**config.mk**
```make
export PLATFORM = sky130hd
export DESIGN_NAME = peak_search_parabolic_refine_top_flat
export DESIGN_NICKNAME = d
export VERILOG_FILES = /design/src/rtl/psr_pkg.sv /design/src/rtl/psr_if.sv /design/src/rtl/psr_ctrl.sv /design/src/rtl/psr_datapath.sv /design/src/rtl/peak_search_parabolic_refine_top.sv /design/src/flat_wrapper.sv
export SDC_FILE = /design/constraint.sdc
export NUM_CORES = 2
export LEC_CHECK = 0
export BUFFER_PORTS_ARGS = -buffer_cell sky130_fd_sc_hd__clkbuf_2
export CORE_UTILIZATION = 55
export CTS_CLUSTER_DIAMETER = 120
export DETAILED_ROUTE_END_ITERATION = 6
export PLACE_DENSITY_LB_ADDON = 0.1
export SLEW_MARGIN = 10
export SYNTH_ARGS = -nofsm -noshare
export SYNTH_HDL_FRONTEND = slang
export SYNTH_SLANG_ARGS = --single-unit
```
**constraint.sdc**
```tcl
create_clock -name clk -period 14.9 [get_ports clk]
set_clock_uncertainty 0.05 [all_clocks]
set_input_delay 0 -clock clk [delete_from_list [all_inputs] [get_ports clk]]
set_output_delay 0 -clock clk [all_outputs]
set_load 0.05 [all_outputs]
```
**src/rtl/psr_pkg.sv**
```systemverilog
// ----------------------------------------------------------------------------
// psr_pkg
// Shared widths, codes, state type and control structs of the peak search
// with parabolic refinement.
// ----------------------------------------------------------------------------
`timescale 1ns / 1ps

package psr_pkg;

  localparam int SampleBits = 16;
  localparam int IndexBits  = 10;
  localparam int CountBits  = 11;
  localparam int FracBits   = 8;
  localparam int PosBits    = 18;
  localparam int KindBits   = 2;
  localparam int CfgIdxBits = 2;
  localparam int CfgBits    = 10;

  localparam logic [CountBits-1:0] CountMax = '1;

  localparam logic [CfgIdxBits-1:0] REG_WINDOW_START = 2'd0;
  localparam logic [CfgIdxBits-1:0] REG_WINDOW_STOP  = 2'd1;
  localparam logic [CfgIdxBits-1:0] REG_PEAK_KIND    = 2'd2;

  localparam logic [KindBits-1:0] KIND_GLOBAL = 2'd0;
  localparam logic [KindBits-1:0] KIND_SECOND = 2'd2;

  localparam logic [IndexBits-1:0] WindowStartReset = '0;
  localparam logic [IndexBits-1:0] WindowStopReset  = '1;
  localparam logic [KindBits-1:0]  PeakKindReset    = KIND_GLOBAL;

  // divider: 18 quotient bits, one per cycle
  localparam int DenBits  = 17;
  localparam int DiffBits = SampleBits + 1;
  localparam int DivBits  = DenBits + 2;
  localparam int StepBits = $clog2(PosBits);
  localparam logic [StepBits-1:0] LastStep = StepBits'(PosBits - 1);

  typedef enum logic [2:0] {
    ST_RUN,
    ST_PREP,
    ST_MUL,
    ST_DIV,
    ST_LOAD
  } psr_state_t;

  typedef struct packed {
    logic sample_en;
    logic prep;
    logic mul_load;
    logic div_step;
    logic out_load;
  } psr_cmd_t;

  typedef struct packed {
    logic div_last;
    logic out_full;
  } psr_stat_t;

endpackage

```
**src/rtl/psr_if.sv**
```systemverilog
// ----------------------------------------------------------------------------
// psr_in_if / psr_out_if
// Valid/ready channels for samples and peak results.
// ----------------------------------------------------------------------------
`timescale 1ns / 1ps

interface psr_in_if;
  logic                                 valid;
  logic                                 ready;
  logic signed [psr_pkg::SampleBits-1:0] sample;
  logic                                 frame_end;

  modport source (output valid, output sample, output frame_end, input ready);
  modport sink   (input valid, input sample, input frame_end, output ready);
endinterface

interface psr_out_if;
  logic                                 valid;
  logic                                 ready;
  logic                                 found;
  logic        [psr_pkg::IndexBits-1:0]  peak_index;
  logic signed [psr_pkg::SampleBits-1:0] peak_value;
  logic        [psr_pkg::PosBits-1:0]    refined_position;
  logic signed [psr_pkg::SampleBits-1:0] refined_value;

  modport source (output valid, output found, output peak_index, output peak_value,
                  output refined_position, output refined_value, input ready);
  modport sink   (input valid, input found, input peak_index, input peak_value,
                  input refined_position, input refined_value, output ready);
endinterface

```
**src/rtl/psr_ctrl.sv**
```systemverilog
// ----------------------------------------------------------------------------
// psr_ctrl
// Frame sequencer: streams samples, then runs prep, multiply, divide and
// result load steps of the datapath.
// ----------------------------------------------------------------------------
`timescale 1ns / 1ps

module psr_ctrl (
  input  logic               clk,
  input  logic               rst_n,
  input  logic               in_valid,
  input  logic               in_frame_end,
  output logic               in_ready,
  input  logic               out_ready,
  input  psr_pkg::psr_stat_t stat,
  output psr_pkg::psr_cmd_t  cmd
);

  psr_pkg::psr_state_t state_r, state_nxt;

  always_ff @(posedge clk) begin
    if (!rst_n) begin
      state_r <= psr_pkg::ST_RUN;
    end else begin
      state_r <= state_nxt;
    end
  end

  always_comb begin
    state_nxt = state_r;
    cmd       = '0;
    in_ready  = 1'b0;
    case (state_r)
      psr_pkg::ST_RUN: begin
        in_ready      = 1'b1;
        cmd.sample_en = in_valid;
        if (in_valid && in_frame_end) begin
          state_nxt = psr_pkg::ST_PREP;
        end
      end
      psr_pkg::ST_PREP: begin
        cmd.prep  = 1'b1;
        state_nxt = psr_pkg::ST_MUL;
      end
      psr_pkg::ST_MUL: begin
        cmd.mul_load = 1'b1;
        state_nxt    = psr_pkg::ST_DIV;
      end
      psr_pkg::ST_DIV: begin
        cmd.div_step = 1'b1;
        if (stat.div_last) begin
          state_nxt = psr_pkg::ST_LOAD;
        end
      end
      psr_pkg::ST_LOAD: begin
        if (!stat.out_full || out_ready) begin
          cmd.out_load = 1'b1;
          state_nxt    = psr_pkg::ST_RUN;
        end
      end
      default: begin
        state_nxt = psr_pkg::ST_RUN;
      end
    endcase
  end

endmodule

```
**src/rtl/psr_datapath.sv**
```systemverilog
// ----------------------------------------------------------------------------
// psr_datapath
// Config registers, running peak trackers, refinement arithmetic, restoring
// divider and result register.
// ----------------------------------------------------------------------------
`timescale 1ns / 1ps

module psr_datapath (
  input  logic                                  clk,
  input  logic                                  rst_n,
  input  logic                                  cfg_we,
  input  logic        [psr_pkg::CfgIdxBits-1:0] cfg_index,
  input  logic        [psr_pkg::CfgBits-1:0]    cfg_data,
  input  logic signed [psr_pkg::SampleBits-1:0] in_sample,
  input  logic                                  in_frame_end,
  input  psr_pkg::psr_cmd_t                     cmd,
  output psr_pkg::psr_stat_t                    stat,
  input  logic                                  out_ready,
  output logic                                  out_valid,
  output logic                                  out_found,
  output logic        [psr_pkg::IndexBits-1:0]  out_peak_index,
  output logic signed [psr_pkg::SampleBits-1:0] out_peak_value,
  output logic        [psr_pkg::PosBits-1:0]    out_refined_position,
  output logic signed [psr_pkg::SampleBits-1:0] out_refined_value
);

  localparam int SB = psr_pkg::SampleBits;
  localparam int IB = psr_pkg::IndexBits;
  localparam int CB = psr_pkg::CountBits;
  localparam int PB = psr_pkg::PosBits;
  localparam int DB = psr_pkg::DenBits;
  localparam int FB = psr_pkg::DiffBits;
  localparam int VB = psr_pkg::DivBits;
  localparam int MB = IB + DB + 1;          // idx * dd
  localparam int TB = MB + 3;               // idx * dd + (c - a), signed
  localparam int NB = TB + psr_pkg::FracBits + 1;
  localparam int WB = SB + 3;               // 2b - a - c and a + 2b + c

  // configuration
  logic [IB-1:0]                 ws_r, wst_r;
  logic [psr_pkg::KindBits-1:0]  kind_r;

  always_ff @(posedge clk) begin
    if (!rst_n) begin
      ws_r   <= psr_pkg::WindowStartReset;
      wst_r  <= psr_pkg::WindowStopReset;
      kind_r <= psr_pkg::PeakKindReset;
    end else if (cfg_we) begin
      case (cfg_index)
        psr_pkg::REG_WINDOW_START: ws_r   <= cfg_data[IB-1:0];
        psr_pkg::REG_WINDOW_STOP:  wst_r  <= cfg_data[IB-1:0];
        psr_pkg::REG_PEAK_KIND:    kind_r <= cfg_data[psr_pkg::KindBits-1:0];
        default: ;
      endcase
    end
  end

  // frame trackers
  logic [CB-1:0]        cnt_r;
  logic signed [SB-1:0] prev_r, prev2_r;
  logic signed [SB-1:0] best_v_r, best_l_r, best_rt_r;
  logic [IB-1:0]        best_i_r;
  logic [1:0]           hits_r;
  logic [IB-1:0]        hit_i_r;
  logic signed [SB-1:0] hit_l_r, hit_c_r, hit_rt_r;

  logic [CB-1:0]        ctr, ws_x, wst_x;
  logic                 has_ctr, upd_g, upd_l, cap;
  logic signed [SB-1:0] bv_nxt, bl_nxt, br_nxt, hl_nxt, hc_nxt, hr_nxt;
  logic [IB-1:0]        bi_nxt, hi_nxt;
  logic [1:0]           hits_nxt;
  logic [CB:0]          n_len;
  logic                 ok_g, ok_l;

  always_comb begin
    ctr     = cnt_r - CB'(1);
    ws_x    = CB'(ws_r);
    wst_x   = CB'(wst_r);
    has_ctr = cnt_r != '0;
    upd_g   = has_ctr && ctr >= ws_x && ctr <= wst_x &&
              (ctr == ws_x || prev_r > best_v_r);
    bv_nxt  = upd_g ? prev_r    : best_v_r;
    bl_nxt  = upd_g ? prev2_r   : best_l_r;
    br_nxt  = upd_g ? in_sample : best_rt_r;
    bi_nxt  = upd_g ? ctr[IB-1:0] : best_i_r;
    upd_l   = has_ctr && ctr > ws_x && ctr < wst_x && prev2_r < prev_r &&
              in_sample < prev_r && hits_r < 2'd2;
    hits_nxt = upd_l ? hits_r + 2'd1 : hits_r;
    cap      = upd_l && hits_nxt == kind_r;
    hi_nxt   = cap ? ctr[IB-1:0] : hit_i_r;
    hl_nxt   = cap ? prev2_r     : hit_l_r;
    hc_nxt   = cap ? prev_r      : hit_c_r;
    hr_nxt   = cap ? in_sample   : hit_rt_r;
    n_len    = {1'b0, cnt_r} + (CB+1)'(1);
    ok_g = ((CB+1)'(wst_r) < n_len) && (ws_r < wst_r) &&
           !(wst_x == cnt_r && in_sample > bv_nxt) &&
           !(bi_nxt == ws_r || bi_nxt == wst_r);
    ok_l = (kind_r <= psr_pkg::KIND_SECOND) &&
           ((CB+1)'(wst_r) + (CB+1)'(1) < n_len) && (hits_nxt >= kind_r);
  end

  // captured peak of the finished frame
  logic                 pk_ok_r;
  logic [IB-1:0]        pk_i_r;
  logic signed [SB-1:0] pk_a_r, pk_b_r, pk_c_r;

  always_ff @(posedge clk) begin
    if (!rst_n) begin
      cnt_r     <= '0;
      prev_r    <= '0;
      prev2_r   <= '0;
      best_v_r  <= '0;
      best_l_r  <= '0;
      best_rt_r <= '0;
      best_i_r  <= '0;
      hits_r    <= '0;
      hit_i_r   <= '0;
      hit_l_r   <= '0;
      hit_c_r   <= '0;
      hit_rt_r  <= '0;
    end else if (cmd.sample_en) begin
      if (in_frame_end) begin
        cnt_r     <= '0;
        prev_r    <= '0;
        prev2_r   <= '0;
        best_v_r  <= '0;
        best_l_r  <= '0;
        best_rt_r <= '0;
        best_i_r  <= '0;
        hits_r    <= '0;
        hit_i_r   <= '0;
        hit_l_r   <= '0;
        hit_c_r   <= '0;
        hit_rt_r  <= '0;
      end else begin
        if (cnt_r != psr_pkg::CountMax) begin
          cnt_r <= cnt_r + CB'(1);
        end
        prev2_r   <= prev_r;
        prev_r    <= in_sample;
        best_v_r  <= bv_nxt;
        best_l_r  <= bl_nxt;
        best_rt_r <= br_nxt;
        best_i_r  <= bi_nxt;
        hits_r    <= hits_nxt;
        hit_i_r   <= hi_nxt;
        hit_l_r   <= hl_nxt;
        hit_c_r   <= hc_nxt;
        hit_rt_r  <= hr_nxt;
      end
    end
  end

  always_ff @(posedge clk) begin
    if (cmd.sample_en && in_frame_end) begin
      if (kind_r == psr_pkg::KIND_GLOBAL) begin
        pk_ok_r <= ok_g;
        pk_i_r  <= bi_nxt;
        pk_a_r  <= bl_nxt;
        pk_b_r  <= bv_nxt;
        pk_c_r  <= br_nxt;
      end else begin
        pk_ok_r <= ok_l;
        pk_i_r  <= hi_nxt;
        pk_a_r  <= hl_nxt;
        pk_b_r  <= hc_nxt;
        pk_c_r  <= hr_nxt;
      end
    end
  end

  // refinement: pos = (2*num + dd) / (4*den), num = 2^F * (idx*dd + c - a)
  logic signed [WB-1:0] den_w, sum_w;
  logic [DB-1:0]        den_r;
  logic signed [FB-1:0] diff_r;
  logic [DB:0]          dd;
  logic [MB-1:0]        prod;
  logic [TB-1:0]        t_w;
  logic [NB-1:0]        n_w;
  logic [VB-1:0]        rem_r, d_r;
  logic [PB-1:0]        q_r;
  logic [VB:0]          trial;
  logic                 ge;
  logic [psr_pkg::StepBits-1:0] step_r;

  always_comb begin
    den_w = (WB'(pk_b_r) <<< 1) - WB'(pk_a_r) - WB'(pk_c_r);
    sum_w = WB'(pk_a_r) + (WB'(pk_b_r) <<< 1) + WB'(pk_c_r) + WB'(2);
    dd    = {den_r, 1'b0};
    prod  = MB'(pk_i_r) * MB'(dd);
    t_w   = TB'(prod) + TB'(diff_r);
    n_w   = {t_w, {(psr_pkg::FracBits + 1){1'b0}}} + NB'(dd);
    trial = {rem_r, q_r[PB-1]};
    ge    = trial >= {1'b0, d_r};
  end

  always_ff @(posedge clk) begin
    if (cmd.prep) begin
      den_r  <= (den_w < WB'(1)) ? DB'(1) : den_w[DB-1:0];
      diff_r <= FB'(pk_c_r) - FB'(pk_a_r);
    end
    if (cmd.mul_load) begin
      rem_r <= n_w[PB+VB-1:PB];
      q_r   <= n_w[PB-1:0];
      d_r   <= {den_r, 2'b00};
    end else if (cmd.div_step) begin
      rem_r <= ge ? VB'(trial - {1'b0, d_r}) : trial[VB-1:0];
      q_r   <= {q_r[PB-2:0], ge};
    end
  end

  always_ff @(posedge clk) begin
    if (!rst_n) begin
      step_r <= '0;
    end else if (cmd.mul_load) begin
      step_r <= '0;
    end else if (cmd.div_step) begin
      step_r <= step_r + psr_pkg::StepBits'(1);
    end
  end

  // result register
  logic                 out_valid_r;
  logic                 found_r;
  logic [IB-1:0]        idx_out_r;
  logic signed [SB-1:0] val_out_r, rv_out_r;
  logic [PB-1:0]        pos_out_r;

  always_ff @(posedge clk) begin
    if (!rst_n) begin
      out_valid_r <= 1'b0;
    end else if (cmd.out_load) begin
      out_valid_r <= 1'b1;
    end else if (out_ready) begin
      out_valid_r <= 1'b0;
    end
  end

  always_ff @(posedge clk) begin
    if (cmd.out_load) begin
      found_r   <= pk_ok_r;
      idx_out_r <= pk_ok_r ? pk_i_r : '0;
      val_out_r <= pk_ok_r ? pk_b_r : '0;
      pos_out_r <= pk_ok_r ? q_r : '0;
      rv_out_r  <= pk_ok_r ? sum_w[SB+1:2] : '0;
    end
  end

  assign stat.div_last        = step_r == psr_pkg::LastStep;
  assign stat.out_full        = out_valid_r;
  assign out_valid            = out_valid_r;
  assign out_found            = found_r;
  assign out_peak_index       = idx_out_r;
  assign out_peak_value       = val_out_r;
  assign out_refined_position = pos_out_r;
  assign out_refined_value    = rv_out_r;

endmodule

```
**src/rtl/peak_search_parabolic_refine_top.sv**
```systemverilog
// ----------------------------------------------------------------------------
// peak_search_parabolic_refine_top
// Samples stream in at one per cycle. The frame-end sample closes the frame;
// the block then runs the refinement (forming the parabola divisor, the index
// multiply, the one bit per cycle restoring divider, then loading the result
// register) and takes no sample during that time. The result register holds
// a finished result while the next frame streams in; if it is still full
// when the next result is ready, the block waits for it to drain.
// ----------------------------------------------------------------------------
`timescale 1ns / 1ps

module peak_search_parabolic_refine_top (
  input  logic                               clk,
  input  logic                               rst_n,
  psr_in_if.sink                             in_ch,
  psr_out_if.source                          out_ch,
  input  logic                               cfg_we,
  input  logic [psr_pkg::CfgIdxBits-1:0]     cfg_index,
  input  logic [psr_pkg::CfgBits-1:0]        cfg_data
);

  psr_pkg::psr_cmd_t  cmd;
  psr_pkg::psr_stat_t stat;

  psr_ctrl u_ctrl (
    .clk          (clk),
    .rst_n        (rst_n),
    .in_valid     (in_ch.valid),
    .in_frame_end (in_ch.frame_end),
    .in_ready     (in_ch.ready),
    .out_ready    (out_ch.ready),
    .stat         (stat),
    .cmd          (cmd)
  );

  psr_datapath u_dp (
    .clk                  (clk),
    .rst_n                (rst_n),
    .cfg_we               (cfg_we),
    .cfg_index            (cfg_index),
    .cfg_data             (cfg_data),
    .in_sample            (in_ch.sample),
    .in_frame_end         (in_ch.frame_end),
    .cmd                  (cmd),
    .stat                 (stat),
    .out_ready            (out_ch.ready),
    .out_valid            (out_ch.valid),
    .out_found            (out_ch.found),
    .out_peak_index       (out_ch.peak_index),
    .out_peak_value       (out_ch.peak_value),
    .out_refined_position (out_ch.refined_position),
    .out_refined_value    (out_ch.refined_value)
  );

  // no sample taken while the refinement is running
  a_busy_no_ready: assert property (@(posedge clk) disable iff (!rst_n)
    (cmd.prep || cmd.mul_load || cmd.div_step) |-> !in_ch.ready)
    else $error("sample request accepted during refinement");

  a_frame_end_stalls: assert property (@(posedge clk) disable iff (!rst_n)
    (in_ch.valid && in_ch.ready && in_ch.frame_end) |=> !in_ch.ready)
    else $error("input still ready after frame end");

  a_not_found_zero: assert property (@(posedge clk) disable iff (!rst_n)
    (out_ch.valid && !out_ch.found) |->
      (out_ch.peak_index == '0 && out_ch.peak_value == '0 &&
       out_ch.refined_position == '0 && out_ch.refined_value == '0))
    else $error("not-found result carries nonzero fields");

  a_load_when_free: assert property (@(posedge clk) disable iff (!rst_n)
    cmd.out_load |-> (!stat.out_full || out_ch.ready))
    else $error("result overwritten before it was taken");

endmodule

```
**src/flat_wrapper.sv**
```systemverilog
// flat-port wrapper written by rule: the top's interface ports become plain ports
module peak_search_parabolic_refine_top_flat 
  (clk, rst_n, cfg_we, cfg_index, cfg_data, in_ch_valid, in_ch_sample, in_ch_frame_end, in_ch_ready, out_ch_valid, out_ch_found, out_ch_peak_index, out_ch_peak_value, out_ch_refined_position, out_ch_refined_value, out_ch_ready);
  psr_in_if in_ch_i ();
  psr_out_if out_ch_i ();
  input  logic clk;
  input  logic rst_n;
  input  logic cfg_we;
  input  logic [psr_pkg::CfgIdxBits-1:0] cfg_index;
  input  logic [psr_pkg::CfgBits-1:0] cfg_data;
  input wire logic [$bits(in_ch_i.valid)-1:0] in_ch_valid;
  input wire logic [$bits(in_ch_i.sample)-1:0] in_ch_sample;
  input wire logic [$bits(in_ch_i.frame_end)-1:0] in_ch_frame_end;
  output wire logic [$bits(in_ch_i.ready)-1:0] in_ch_ready;
  output wire logic [$bits(out_ch_i.valid)-1:0] out_ch_valid;
  output wire logic [$bits(out_ch_i.found)-1:0] out_ch_found;
  output wire logic [$bits(out_ch_i.peak_index)-1:0] out_ch_peak_index;
  output wire logic [$bits(out_ch_i.peak_value)-1:0] out_ch_peak_value;
  output wire logic [$bits(out_ch_i.refined_position)-1:0] out_ch_refined_position;
  output wire logic [$bits(out_ch_i.refined_value)-1:0] out_ch_refined_value;
  input wire logic [$bits(out_ch_i.ready)-1:0] out_ch_ready;
  assign in_ch_i.valid = in_ch_valid;
  assign in_ch_i.sample = in_ch_sample;
  assign in_ch_i.frame_end = in_ch_frame_end;
  assign in_ch_ready = in_ch_i.ready;
  assign out_ch_valid = out_ch_i.valid;
  assign out_ch_found = out_ch_i.found;
  assign out_ch_peak_index = out_ch_i.peak_index;
  assign out_ch_peak_value = out_ch_i.peak_value;
  assign out_ch_refined_position = out_ch_i.refined_position;
  assign out_ch_refined_value = out_ch_i.refined_value;
  assign out_ch_i.ready = out_ch_ready;
  peak_search_parabolic_refine_top u_core (.clk(clk), .rst_n(rst_n), .in_ch(in_ch_i), .out_ch(out_ch_i), .cfg_we(cfg_we), .cfg_index(cfg_index), .cfg_data(cfg_data));
endmodule
```
; ---- Word level (Yosys, flattened, before mapping)
; Cells that the tools add are included.
[classes]
n_addsub = 15
reduce_logical = 36
n_mux = 45
n_bitwise = 1
n_eq_ne = 16
multipliers = 1
magnitude_cmp = 16
[ops]
columns = op, count
row1 = 16-bit two-way mux, 17
row2 = 19-bit two-way mux, 3
row3 = 10-bit two-way mux, 5
row4 = 37-bit by 19-bit adder with 37-bit output, 1
row5 = 18-bit two-way mux, 2
row6 = 16-bit greater-than comparator, 2
row7 = 16-bit less-than comparator, 2
row8 = 28-bit by 17-bit adder with 28-bit output, 1
row9 = 10-bit by 17-bit multiplier with 27-bit output, 1
row10 = 11-bit two-way mux, 2
row11 = 10-bit == test, 2
row12 = 20-bit by 19-bit greater-or-equal comparator with 1-bit output, 1
row13 = 19-bit by 2-bit less-than comparator with 1-bit output (second input constant), 1
row14 = 18-bit by 16-bit subtractor with 19-bit output, 1
row15 = 19-bit subtractor, 1
row16 = 16-bit by 17-bit adder with 18-bit output, 1
row17 = 18-bit by 16-bit adder with 18-bit output, 1
row18 = 18-bit by 3-bit adder with 18-bit output (second input constant), 1
row19 = 17-bit by 16-bit subtractor with 18-bit output, 1
row20 = 1-bit logical AND, 17
row21 = 16-bit by 16-bit subtractor with 17-bit output, 1
row22 = 3-bit one-hot mux with 5 select lines, 1
row23 = 11-bit by 1-bit adder with 12-bit output (second input constant), 1
row24 = 10-bit by 12-bit less-than comparator with 1-bit output, 1
row25 = 39 further kinds, 63
[totals]
elab_cells = 163
output_inout_bits = 63
in_bits = 34
reg_bits = 400

; ---- Logic depth before layout (Yosys ltp)
; Gate-level depths: netlist of run 1.
[logic_depth]
word_depth = 12
depth_mapped = 35
ltp_nobuf = 33

; ---- Cells and area by module
; From an unflattened synthesis of run 1, not the netlist that was laid out.
[hier_totals]
hier_cells = 3113
hier_area_um2 = 30005.0
[by_module_without_submodules]
columns = mod, seq_area_each_um2, area_each_um2, n_inst, cells_per_inst
row1 = psr_datapath, 10029.6, 29823.6, 1, 3090
row2 = psr_ctrl, 60.1, 181.4, 1, 23

; ---- Worst setup path after synthesis of run 1
; No wires, ideal clock.
[synth_path]
kind = register to register
from = reg u_core.u_dp.pk_i_r[3]
to = reg u_core.u_dp.rem_r[18], data pin
setup_ps = 255
stages_incl_launch_ff = 34
t_required_ps = 14595
period_less_slack_ps = 8104
path_buffers = 2
t_arrival_ps = 7799
slack_ps = 6796
path_cell_list = edfxtp_1 > clkbuf_1 > clkbuf_1 > nand2_1 > fa_1 > inv_1 > fa_1 > fa_1 > fa_1 > inv_1 > fa_1 > inv_1 > ha_1 > a21o_1 > a21oi_1 > nor2b_1 > a21oi_1 > a31oi_1 > a21o_1 > a21o_1 > a21oi_1 > xnor2_1 > ha_1 > a21o_1 > a21o_1 > a21o_1 > nand3_1 > o21ai_0 > a311o_1 > a2111oi_0 > a21oi_1 > xnor3_1 > a211o_1 > and3_1
[synth_via]
elab_chain_len = 4
[synth_rtl]
columns = element, line
row1 = from (decl), psr_datapath.sv:104  ; logic [IB-1:0] pk_i_r;
row2 = from (signal assigned), psr_datapath.sv:158  ; pk_i_r <= bi_nxt;
row3 = from (signal assigned), psr_datapath.sv:164  ; pk_i_r <= hi_nxt;
row4 = 10-bit by 17-bit multiplier with 27-bit output, psr_datapath.sv:190  ; prod = MB'(pk_i_r) * MB'(dd);
row5 = 28-bit by 17-bit adder with 28-bit output, psr_datapath.sv:191  ; t_w = TB'(prod) + TB'(diff_r);
row6 = 37-bit by 19-bit adder with 37-bit output, psr_datapath.sv:192  ; n_w = {t_w, {(psr_pkg::FracBits + 1){1'b0}}} + NB'(dd);
row7 = 19-bit two-way mux, psr_datapath.sv:202  ; if (cmd.mul_load) begin
row8 = to (signal assigned), psr_datapath.sv:203  ; rem_r <= n_w[PB+VB-1:PB];
row9 = to (signal assigned), psr_datapath.sv:207  ; rem_r <= ge ? VB'(trial - {1'b0, d_r}) : trial[VB-1:0];
row10 = to (decl), psr_datapath.sv:180  ; logic [VB-1:0] rem_r, d_r;
; Every way passes these cells.
; A chain may end at the register's enable or synchronous reset.

; ---- Worst setup path in the final report of run 1
[layout_path]
from = reg u_core.u_dp.pk_i_r[9]
to = reg u_core.u_dp.rem_r[18], data pin
; The elaborated chain is that of the path after synthesis.

==> run_results.csv, run 1 <==
group,metric,value,unit
logic_synthesis,synth.lib_cells_used.distinct,96,
global_route,grt_util_all_layers,29.1,%
floorplanning,row_count,85,
run,cap_violations,0,
detailed_routing,route.detailed.vias_per_inst,5.87,
clock_tree,clock_latency_of_the_later_clocked_register_in_the_worst_skew_pair,0.63,ns
clock_tree,clk_transition_reported_paths,0.06,ns
logic_synthesis,synth_enable_flop_cells,208,
global_route,pin_count_of_the_biggest_net_entering_global_routing,95,
cells_and_area,final_area,33500,um^2
logic_synthesis,most_common_flop_cell_mapped_by_yosys,"edfxtp_1",
cells_and_area,antenna_cells_inserted,0,
logic_synthesis,ys_async_sr_fraction,0,%
logic_synthesis,syn_avg_cell_area,9.41,um^2
critical_path,cp_slowest_cell,"edfxtp_1",
global_route,number_of_antenna_violations_at_the_first_check_in_global_routing,1,
detailed_routing,highest_layer,"met4",
logic_synthesis,synth_xor_area_share,5.27,%
timing,fmax,115,MHz
clock_tree,numCtsBuffers,46,
timing,worst_slew_pin_slew,1.10,ns
cells_and_area,layout-drive-gt1-share,7.51,%
floorplanning,initial_core_utilization,56.1,%
clock_tree,clockRootBuffer,"clkbuf_16",
cells_and_area,fin_nets,3783,
cells_and_area,multi_input_logic_area,18700,um^2
placed_design,placed_area,31500,um^2
timing,finalSetupTns,0,ns
global_route,first_global_vias,24100,
global_route,grt_pass1_wl,129,mm
logic_synthesis,synth.yosys.seq_area_share,33.1,%
detailed_routing,first_pass_iters,5,
critical_path,required,15.19,ns
critical_path,critPathLaunchType,"flip-flop",
detailed_routing,wl_met1,35.6,mm
logic_synthesis,ys_warn_count,0,
critical_path,path_class,"flip-flop to flip-flop",
hold_path,hold_path.class,"primary input to flip-flop",
detailed_routing,initial_drc_count,1744,
logic_synthesis,synth_compound_gate_area_share,16.0,%
critical_path,worstSetupEndpointType,"flip-flop",
placed_design,globalplace.congestion,0.928,
outcome,result_of_the_run,"completed",
clock_tree,postCtsSetupBuffers,0,
cells_and_area,final-seq-area,10100,um^2
logic_synthesis,post_synth_main_area_contributors,"edfxtp_1, dfxtp_1, ha_1, fa_1, inv_1",
global_route,grt-ovfl-total,0,
logic_synthesis,synthDominantCellAreaShare,20.5,%
logic_synthesis,synth.mux.area_fraction,0.402,%
logic_synthesis,post-synth-top-count-cell,"ha_1",
logic_synthesis,synth.top_cells.by_count,"ha_1, inv_1, nand2_1",
clock_tree,cts_max_level,2,
floorplanning,die_x,238,um
timing,final_report_setup_violation_count,0,
clock_tree,cts_tree,"yes",
timing,timing.slew.headroom,26.3,%
logic_synthesis,main_combinational_cell_family_by_area_after_synthesis,"adder cells",
detailed_routing,dr_total_vias,23900,
placed_design,dp_slack,6.26,ns
detailed_routing,post_drt_wl_per_cell,20.0,um
clock_tree,sink_count,400,
clock_tree,clock_tree.buffer_depth,3,
logic_synthesis,post_synth_instance_area,30500,um^2
floorplanning,die_h,238,um
logic_synthesis,synth-simple-area-share,17.0,%
cells_and_area,area_growth,9.72,%
floorplanning,i_o_pin_total,97,
detailed_routing,met2_wirelength,39.0,mm
logic_synthesis,synthCells,3241,
cells_and_area,nFillCells,4604,
logic_synthesis,synth_seq_cells,400,
logic_synthesis,synth_largest_area_cell,"edfxtp_1",
placed_design,hpwlAfterDp,59.9,mm
placed_design,port-buffer-count,96,
detailed_routing,met3RoutedLength,4.20,mm
timing,grt_setup_unrepaired,"false",
detailed_routing,drcViolationCount,0,
timing,hold_violations,0,
critical_path,timing.critical_path.mode_cell,"a21o_1",
timing,layout_worst_path_cycle_share,58.3,%
critical_path,arrival,8.97,ns
critical_path,slowest_delay,0.75,ns
detailed_routing,route.final.wire_length,81.4,mm
timing,post-route-worst-setup-slack,6.22,ns
timing,drv_slew,0,
floorplanning,design.core.area,54300,um^2
critical_path,worst-path-max-fanout,18,
detailed_routing,postRouteAntennaNets,0,
timing,finalCriticalPeriod,8.68,ns
timing,timing.hold.ws,0.143,ns
logic_synthesis,synth.net_count,3732,
floorplanning,die_area,56400,um^2
clock_tree,cts_resized,0,
logic_synthesis,synth-adder-area-share,22.5,%
## state kept, by name (all words and copies together) (netlist names), 17 cells and up
signal                            flops
u_core.u_dp.den_r                    17
u_core.u_dp.rem_r                    19
u_core.u_dp.diff_r                   17
u_core.u_dp.q_r                      18
u_core.u_dp.out_refined_position     18
u_core.u_dp.d_r                      17
## per-layer routing
metal  global-route usage [%]  up-vias
li1                         -    11400
met1                     38.4    11700
met2                     49.3      698
met3                     3.63      140
met4                     10.3        0
met5                        0        -
## cell type report
type / instances / share of cell area (%)
Clock inverter: 33 / 1.25
Timing Repair Buffer: 154 / 2.99
Sequential cell: 400 / 30.1
Clock buffer: 53 / 3.55
Inverter: 300 / 3.36
Multi-Input combinational cell: 2390 / 55.9
Tap cell: 739 / 2.76
## final timing paths
kind              slack [ns]                        to                    start  cells past startpoint
hold reg to reg         0.41   u_core.u_dp.hit_rt_r[7]  u_core.u_dp.hit_rt_r[7]                      1
hold / removal          0.14  u_core.u_dp.hit_rt_r[11]          in_ch_frame_end                      4
setup reg to reg        6.22     u_core.u_dp.rem_r[18]    u_core.u_dp.pk_i_r[9]                     31
setup / recovery        6.22     u_core.u_dp.rem_r[18]    u_core.u_dp.pk_i_r[9]                     31
## what timing repair did
item,in CTS,in global routing
hold buffers,33,0
hold endpoints to repair,124,0
endpoints found under the setup margin,0,0
## through the flow
step | util [%] | cells
finish | 61.6 | 4069
CTS | 61.6 | 4069
global route | 61.6 | 4069
detailed placement | 58.0 | 3950
global placement | 58.0 | 3950
floorplan | - | 3241
## layout by cell type (no fill, tap or decap), drive strengths merged, types with 70 or more instances in the layout
| cell | synthesis | routed |
|---|---|---|
| xnor2 | 118 | 118 |
| edfxtp | 208 | 208 |
| clkbuf | 109 | 148 |
| and2 | 163 | 163 |
| o22ai | 81 | 81 |
| nor2b | 117 | 117 |
| nand2 | 264 | 264 |
| dfxtp | 192 | 192 |
| a21o | 70 | 70 |
| inv | 299 | 303 |
| fa | 153 | 153 |
| a21oi | 199 | 199 |
| o21ai | 88 | 88 |
| ha | 304 | 304 |
| nor2 | 216 | 216 |
## worst max-delay path: cells and delay by family, from the launching register on
kind	cells	cell delay (ns)
AO/OA/AOI/OAI	15	3.16
AND/OR/NAND/NOR	4	0.47
adder cells (fa/ha/maj)	7	3.33
buffers and inverters	3	0.14
XOR/XNOR	2	0.53
flip-flops	1	0.75
## logic make-up (layout without fill, tap and decap cells)
logic type,after synthesis,after routing
AOI/OAI and AO/OA,730,730
xor gates and xnor gates,182,182
adders and majority gates,457,457
buffers and inverters,451,540
DFF,400,400
muxes,12,12
and+or+nand+nor,1009,1009
Power of run 1 is left out: the tool's default activity adds up to more than one toggle a clock period on the data nets, which glitch-free logic cannot reach.
==> run 2: changes to the inputs <==
- ABC_AREA: unset -> 1
- clock period: 14.9 -> 8.6 ns (I/O delays scaled with it)
==> run 2 against run 1 <==
Effect of this change: critical path depth down 2; clock-buffer cell count increased by 13; critical path type unchanged; final cell count increased by 23%.
==> run_results.csv, run 2 <==
group,metric,value,unit
clock_tree,clk_transition_reported_paths,0.06,ns
logic_synthesis,post-synth-top-count-cell,"nand2_1",
cells_and_area,number_of_flip_flops_under_the_largest_register_name,19,
global_route,grt_pass1_wl,140,mm
placed_design,hpwlAfterDp,65.0,mm
detailed_routing,dr_total_vias,27000,
detailed_routing,route.detailed.vias_per_inst,5.39,
logic_synthesis,synth.lib_cells_used.distinct,57,
floorplanning,die_x,243,um
timing,layout_worst_path_cycle_share,91.6,%
logic_synthesis,synth-adder-area-share,21.4,%
cells_and_area,antenna_cells_inserted,0,
timing,grt_setup_unrepaired,"false",
detailed_routing,drcViolationCount,0,
logic_synthesis,syn_avg_cell_area,7.72,um^2
cells_and_area,final_cell_mix,"nand2_1, inv_1, a21oi_1, ha_1, nand3_1",
critical_path,critPathLaunchType,"flip-flop",
clock_tree,clock_latency_of_the_later_clocked_register_in_the_worst_skew_pair,0.60,ns
placed_design,port-buffer-count,96,
timing,finalCriticalPeriod,7.88,ns
logic_synthesis,synthCells,4150,
outcome,result_of_the_run,"completed",
cells_and_area,nFillCells,5304,
clock_tree,numCtsBuffers,46,
logic_synthesis,synth.mux.area_fraction,0,%
logic_synthesis,ys_warn_count,0,
global_route,number_of_antenna_violations_at_the_first_check_in_global_routing,0,
detailed_routing,postRouteAntennaNets,0,
logic_synthesis,synth_enable_flop_cells,208,
clock_tree,clock_tree.buffer_depth,3,
clock_tree,postCtsSetupBuffers,0,
logic_synthesis,synth.net_count,4641,
logic_synthesis,ys_async_sr_fraction,0,%
critical_path,path_class,"flip-flop to flip-flop",
logic_synthesis,synthDominantCellAreaShare,19.5,%
logic_synthesis,synth-simple-area-share,20.7,%
cells_and_area,largest-register,"u_core.u_dp.rem_r",
clock_tree,cts_tree,"yes",
logic_synthesis,main_combinational_cell_family_by_area_after_synthesis,"adder cells",
detailed_routing,first_pass_iters,5,
timing,finalSetupTns,0,ns
logic_synthesis,post_synth_instance_area,32000,um^2
critical_path,slowest_delay,0.78,ns
critical_path,worstSetupEndpointType,"flip-flop",
cells_and_area,multi_input_logic_area,18500,um^2
logic_synthesis,synth_largest_area_cell,"edfxtp_1",
global_route,grt_util_all_layers,29.7,%
detailed_routing,initial_drc_count,1814,
floorplanning,die_area,59200,um^2
cells_and_area,fin_nets,4700,
cells_and_area,area_growth,9.71,%
timing,fmax,127,MHz
global_route,gr-usage-met3,3.11,%
floorplanning,row_count,88,
detailed_routing,post_drt_wl_per_cell,17.5,um
run,cap_violations,0,
floorplanning,die_h,243,um
critical_path,worst-path-max-fanout,18,
logic_synthesis,synth_seq_cells,400,
timing,drv_slew,0,
logic_synthesis,synth.yosys.seq_area_share,31.5,%
placed_design,globalplace.congestion,0.920,
global_route,first_global_vias,25900,
global_route,grt.met1_usage,39.4,%
logic_synthesis,most_common_flop_cell_mapped_by_yosys,"edfxtp_1",
logic_synthesis,post_synth_main_area_contributors,"edfxtp_1, dfxtp_1, ha_1, nand2_1, fa_1",
global_route,grt-ovfl-total,0,
timing,timing.slew.headroom,14.6,%
clock_tree,cts_max_level,2,
clock_tree,clockRootBuffer,"clkbuf_16",
cells_and_area,final-seq-area,10100,um^2
timing,final_report_setup_violation_count,0,
clock_tree,cts_resized,0,
clock_tree,sink_count,400,
critical_path,required,8.90,ns
logic_synthesis,synth_compound_gate_area_share,11.9,%
global_route,pin_count_of_the_biggest_net_entering_global_routing,90,
detailed_routing,route.final.wire_length,87.7,mm
hold_path,hold_path.class,"primary input to flip-flop",
floorplanning,i_o_pin_total,97,
timing,worst_slew_pin_slew,1.27,ns
cells_and_area,layout-drive-gt1-share,6.05,%
global_route,top_usage_layer,"met2",
critical_path,cp_slowest_cell,"edfxtp_1",
global_route,groute.layer.met2.usage,50.5,%
timing,hold_violations,0,
floorplanning,design.core.area,57600,um^2
floorplanning,initial_core_utilization,55.6,%
logic_synthesis,synth_xor_area_share,3.42,%
critical_path,arrival,8.17,ns
logic_synthesis,synth.top_cells.by_count,"nand2_1, inv_1, a21oi_1",
cells_and_area,mostFrequentLayoutCell,"nand2_1",
[run 2: cell types whose count changed after synthesis, moves of 57 or more]
cell / change
o21ai_0: +74
a21oi_1: +116
a21o_1: -57
o21ai_1: +59
and2_1: -161
nand3_1: +218
inv_1: +446
nand2_1: +658
xnor2_1: -69
nor2b_1: -117
[run 2: logic make-up (layout without fill, tap and decap cells)]
family / after synthesis / in the layout
and+or+nand+nor: 1558 / 1558
buffers and inverters: 918 / 1015
AOI/OAI and AO/OA: 692 / 692
adders and majority gates: 457 / 457
DFF: 400 / 400
xor gates and xnor gates: 125 / 125
[run 2: final timing paths]
path                               start                endpoint  slack, ns  cells past startpoint
setup / recovery   u_core.u_dp.pk_i_r[3]    u_core.u_dp.rem_r[9]       0.72                     29
setup reg to reg   u_core.u_dp.pk_i_r[3]    u_core.u_dp.rem_r[9]       0.72                     29
hold reg to reg   u_core.u_dp.hit_l_r[4]  u_core.u_dp.hit_l_r[4]       0.41                      2
hold / removal           in_ch_frame_end    u_core.u_dp.cnt_r[8]       0.05                      5
[run 2: timing repair]
item	in CTS	in global routing
endpoints found under the hold margin	103	0
hold buffers	58	0
endpoints found under the setup margin	0	0
[run 2: stage by stage]
stage | hold WS [ns] | setup slack [ns] | utilization [%] | cell area, um^2 | cells
final | 0.0459 | 0.723 | 61.0 | 35200 | 5012
after global placement | 0.196 | 0.854 | 57.3 | 33000 | 4868
after floorplan | 0.0804 | 1.52 | - | 32000 | 4150
after global routing | 0.0327 | 0.0749 | 61.0 | 35200 | 5012
after detailed placement | 0.219 | 0.846 | 57.3 | 33000 | 4868
after CTS | 0.00632 | 0.825 | 61.0 | 35200 | 5012
[run 2: worst max-delay path, delay by kind of cell, from the launching register on]
family	cells	cell delay, ns
buf+inv	5	0.32
xor+xnor	2	0.46
fa+ha+maj	7	2.90
flops	1	0.78
simple gates	7	0.99
compound gates	8	2.11
[run 2: final cells by class]
type	count	share of cell area, %
multi-input cells	2832	52.5
flip-flops and latches	400	28.7
inverters	746	7.97
clock buffers	66	3.75
repair buffers	183	3.67
well taps	765	2.72
clock inverters	20	0.673
[run 2: routing by layer]
metal	vias to the layer above	part of all wire [%]
met4	0	3.1
met3	127	5.0
met1	12700	43
li1	13600	-
met5	-	0
met2	667	49
Power of run 2 is left out for the same reason.
